--- src/sv/mvt_pkg.sv ---
// ----------------------------------------------------------------------------
// mvt_pkg
// Shared constants and control types for the 4x4 matrix-vector transform.
// ----------------------------------------------------------------------------
`default_nettype none

package mvt_pkg;

	localparam int ELEM_WIDTH = 32;
	localparam int FRAC_BITS  = 16;
	localparam int DIM        = 4;
	localparam int IDX_W      = 4;

	// item modes
	localparam logic MODE_LOAD  = 1'b0;
	localparam logic MODE_XFORM = 1'b1;

	// lane stage loads
	typedef struct packed {
		logic ld_s1;
		logic ld_s2;
	} lane_ctl_t;

	// merge stage loads
	typedef struct packed {
		logic ld_s3;
		logic ld_out;
	} merge_ctl_t;

endpackage

`default_nettype wire

--- src/sv/mvt_merge.sv ---
// ----------------------------------------------------------------------------
// mvt_merge
// Sums the lane products per row, scales by the fraction width and
// saturates into the output register.
// ----------------------------------------------------------------------------
`default_nettype none

module mvt_merge #(
	parameter int ELEM_WIDTH = mvt_pkg::ELEM_WIDTH,
	parameter int FRAC_BITS  = mvt_pkg::FRAC_BITS
) (
	input  wire                                clk,
	input  mvt_pkg::merge_ctl_t                ctl,
	input  wire logic signed [2*ELEM_WIDTH-1:0] prod [mvt_pkg::DIM][mvt_pkg::DIM],
	output logic signed [ELEM_WIDTH-1:0]       res [mvt_pkg::DIM],
	output logic                               clip
);

	localparam int PW = 2 * ELEM_WIDTH;
	localparam int SW = PW + 2;
	localparam logic signed [SW-1:0] MAXV = {{(SW-ELEM_WIDTH+1){1'b0}}, {(ELEM_WIDTH-1){1'b1}}};
	localparam logic signed [SW-1:0] MINV = {{(SW-ELEM_WIDTH+1){1'b1}}, {(ELEM_WIDTH-1){1'b0}}};

	logic signed [SW-1:0]         sum_s3 [mvt_pkg::DIM];
	logic signed [SW-1:0]         shifted [mvt_pkg::DIM];
	logic signed [ELEM_WIDTH-1:0] sat [mvt_pkg::DIM];
	logic [mvt_pkg::DIM-1:0]      row_clip;
	logic signed [ELEM_WIDTH-1:0] res_q [mvt_pkg::DIM];
	logic                         clip_q;

	always_comb begin
		for (int i = 0; i < mvt_pkg::DIM; i++) begin
			shifted[i] = sum_s3[i] >>> FRAC_BITS;
			row_clip[i] = 1'b1;
			if (shifted[i] > MAXV) begin
				sat[i] = MAXV[ELEM_WIDTH-1:0];
			end else if (shifted[i] < MINV) begin
				sat[i] = MINV[ELEM_WIDTH-1:0];
			end else begin
				sat[i] = shifted[i][ELEM_WIDTH-1:0];
				row_clip[i] = 1'b0;
			end
		end
	end

	always_ff @(posedge clk) begin
		for (int i = 0; i < mvt_pkg::DIM; i++) begin
			if (ctl.ld_s3) begin
				sum_s3[i] <= SW'(prod[0][i]) + SW'(prod[1][i])
					+ (SW'(prod[2][i]) + SW'(prod[3][i]));
			end
			if (ctl.ld_out) begin
				res_q[i] <= sat[i];
			end
		end
		if (ctl.ld_out) begin
			clip_q <= |row_clip;
		end
	end

	assign res  = res_q;
	assign clip = clip_q;

endmodule

`default_nettype wire

--- config.mk ---
export PLATFORM = sky130hd
export DESIGN_NAME = mvt_merge
export DESIGN_NICKNAME = d
export VERILOG_FILES = /design/src/sv/mvt_pkg.sv /design/src/sv/mvt_merge.sv
export SDC_FILE = /design/constraint.sdc
export NUM_CORES = 2
export LEC_CHECK = 0
export ABC_AREA = 0
export BUFFER_PORTS_ARGS = -buffer_cell sky130_fd_sc_hd__buf_2
export CAP_MARGIN = 20
export CELL_PAD_IN_SITES_DETAIL_PLACEMENT = 0
export CELL_PAD_IN_SITES_GLOBAL_PLACEMENT = 1
export CORE_AREA = 2 2 455 457
export CTS_BUF_LIST = sky130_fd_sc_hd__clkbuf_2
export DETAILED_ROUTE_END_ITERATION = 16
export DIE_AREA = 0 0 457 459
export HOLD_SLACK_MARGIN = 0.06
export MAX_ROUTING_LAYER = met4
export PLACE_DENSITY = 0.5
export SLEW_MARGIN = 20
export SYNTH_ARGS = -nofsm -noshare
export SYNTH_HDL_FRONTEND = slang
export SYNTH_SLANG_ARGS = --single-unit
--- constraint.sdc ---
create_clock -name clk -period 5.11 [get_ports clk]
set_clock_uncertainty 0.2 [all_clocks]
set_input_delay 1.2775 -clock clk [delete_from_list [all_inputs] [get_ports clk]]
set_output_delay 1.2775 -clock clk [all_outputs]
set_load 0.01 [all_outputs]
==> reports/metrics.cfg <==
[layout]
fill_cells=22800
fin_nets=7929
synthToLayoutAreaGrowth_pct=37.6
fin_area_um2=54200
post-route-util_pct=26.4
final_common_cell=inv_1
drive_gt1_share_pct=32.1
mostFrequentLayoutCells=inv_1 (1385), buf_2 (1153), buf_4 (608), fa_1 (512), nand2_1 (394)

[sta]
drv_slew=0
fmax_ghz=0.198
finalCriticalPeriod_ps=5060
hold_viol_final=0
tns_ps=0
worst_pin_slew_ps=928
period_share_pct=99.0
max_slew_margin_pct=38.1
rsz0062_at_grt=false
setup_viol=0

[critical_path]
worstPathArrival_ps=5840
cp-startpoint=prod[142]
endpoint_kind=flop
max_stage_delay_ps=680
cpMostUsedCell=buf_4
r2r_start=sum_s3[2][64]
critical_path_class=input pin to flop
r2r_slack_ps=2380
cp_num_buf_inv=7
critical_path.top_delay_family=compound AO/OA/AOI/OAI gates
crit_fanout=4
worstPathRequired_ps=5890
cpMaxStageDelayCell=fa_1
reg2regPathDepth=5
path_cells=buf_2 -> inv_1 -> fa_1 -> buf_12 -> inv_1 -> fa_1 -> ha_1 -> a21o_1 -> a21oi_1 -> o21ai_1 -> o311ai_2 -> buf_4 -> nand3_1 -> buf_4 -> o31ai_2 -> buf_4 -> o221a_2 -> o31a_1 -> o21ai_0 -> xor2_1
startpoint_type=input pin
r2r-end=clip

[synthesis]
synth-seq-area-share_pct=25.1
yosysWarnings=0
synth_area_um2=39400
syn_avg_cell_area_um2=9.03
synth_top_cell_by_area=fa_1
ys_ff_latch=329
synth_flop_cell=edfxtp_1
yosysTopAreaCellShare_pct=26.0
synth_nets=6155
async_flop_share_pct=0
synth.distinct_cells=80
synth_area_leaders=fa_1 (26%), edfxtp_1 (25%), inv_1 (13%), ha_1 (8.0%), nand2_1 (3.8%)
syn-instance-count=4364
synth_edf_count=329

[floorplan]
die_height_um=459
fp-row-count=167
core_um2=206000
start_util_pct=19.2
io_pins=1156
die_w_um=457
dieArea_um2=210000

[clock_network]
clkLatencyLatePin_ps=1370
cts-buffers-inserted=99
clockBufferDepth=3
cts_max_level=3
path_clk_slew_ps=100
cts-root-buf=clkbuf_2
cts.sinks=329
cts_tree=built

[pwr]
swShare_pct=44.5
pwr-share-clk_pct=10.0
ir_drop_mv=0.157
intPower_w=0.0123
p_comb_share_pct=65.9
p_per_area_nw_per_um2=409
p_leak_nw=29.1
switchingPower_w=0.00986
pwr-share-seq_pct=24.0

[placed_design]
gp_congestion=0.858
post-dp-hpwl_mm=146
dpl_cell_area_um2=53200
portBuffers=1155

[route]
via_per_inst=3.94
drtAntennaViolNets=0
drc=0
vias=35200
wl_per_cell_um=18.3
first_pass_iters=5
finalWirelength_mm=164
drt_iter0_markers=1313

[flow_run]
max-cap-violations=0

[global_routing]
grt_pass1_wl_mm=240
antenna_found_initial=32
grt_pass1_vias=38100
overflow=0
grtUsageTotal_pct=15.8
grt_max_degree=88

[worst_hold_path]
worst_hold_path.endpoint=res[58]
hp-start=sum_s3[2][42]
hold_depth=2
worstHoldPathType=flop to flop

[outcome]
status=finished, final reports clean

[power groups by stage]
stage	clock network [W]	registers [W]	logic, W
after global placement	0	0.00538	0.0149
after detailed placement	0	0.00538	0.0148
after floorplan	0	0.00540	0.00768
after global routing	0.00251	0.00546	0.0164
after CTS	0.00241	0.00534	0.0149
final	0.00223	0.00532	0.0146
[registers in the layout, indices dropped and copies added, names as in the netlist]
| register | count |
|---|---|
| sum_s3 | 200 |
| res | 128 |
| clip | 1 |
[synth_stat cells (all sizes together), types with 19 or more instances]
cell,instances
nor2b,19
a21oi,260
nor4,19
inv,1386
xor2,74
nor2,127
o21ai,137
nand4,80
edfxtp,329
a211oi,19
nand2,394
fa,512
a31oi,27
and3,23
o21a,19
xnor2,121
a21o,158
o21bai,47
nand3,44
clkbuf,97
ha,252
nor3,29
[through the flow]
step	hold WS (ps)	std cells	worst slack, ps	total power [W]
2_1_floorplan	292	4364	-84.4	0.0131
3_3_place_gp	300	8739	-1520	0.0203
3_5_place_dp	303	8739	-1620	0.0202
4_1_cts	145	8919	118	0.0227
5_1_grt	184	8940	33.0	0.0244
6_report	190	8941	51.3	0.0222
[area by class of cell]
type | instances | area (um2) | area share [%]
repair buffers | 1775 | 10600 | 19.5
clock buffers | 138 | 691 | 1.27
inverters | 1386 | 5210 | 9.61
diodes | 21 | 52.6 | 0.0970
multi-input cells | 2547 | 24100 | 44.5
flip-flops and latches | 329 | 9880 | 18.2
well taps | 2704 | 3380 | 6.24
clock inverters | 41 | 246 | 0.455
[cell families (layout without fill, tap and decap cells)]
group                    count (synthesis)  count (layout)  synth area share [%]
AO/OA/AOI/OAI                          785             785                  13.0
multiplexers                             1               1                0.0254
flip-flops                             329             329                  25.1
other                                    0              21                     0
AND/OR/NAND/NOR                        802             802                  9.37
XOR/XNOR                               195             195                  4.33
buffers and inverters                 1488            3340                  14.2
adder cells (fa/ha/maj)                764             764                  34.0
[layer usage]
layer	vias to the layer above	track usage [%]	share of wire [%]
met4	0	3.62	2.1
met2	906	26.8	49
met3	155	3.06	5.2
met1	16900	19.5	44
met5	-	-	0
li1	17300	-	-
[how the worst max path moves through the flow]
stage	endpoint	cells after the start	slack, ps
3_5_place_dp	sum_s3[1][63]	20	-1620
2_1_floorplan	sum_s3[0][50]	16	-80
6_report	sum_s3[1][63]	20	50
4_1_cts	sum_s3[1][63]	20	120
5_1_grt	sum_s3[1][63]	20	30
3_3_place_gp	sum_s3[1][63]	20	-1520
[tightest hold or removal path, delay by kind of cell (launching register included)]
family / cells / cell delay [ps]
DFF: 1 / 330
and+or+nand+nor: 2 / 100
[what timing repair did]
item | in CTS | in global routing
hold buffers | 1 | 0
gates resized for setup | 1 | 4
endpoints found under the setup margin | 2 | 8
pin swaps | 0 | 2
buffers inserted | 0 | 1
gates cloned | 0 | 0
endpoints found under the hold margin | 11 | 0
(Power assumes the default switching activity.)
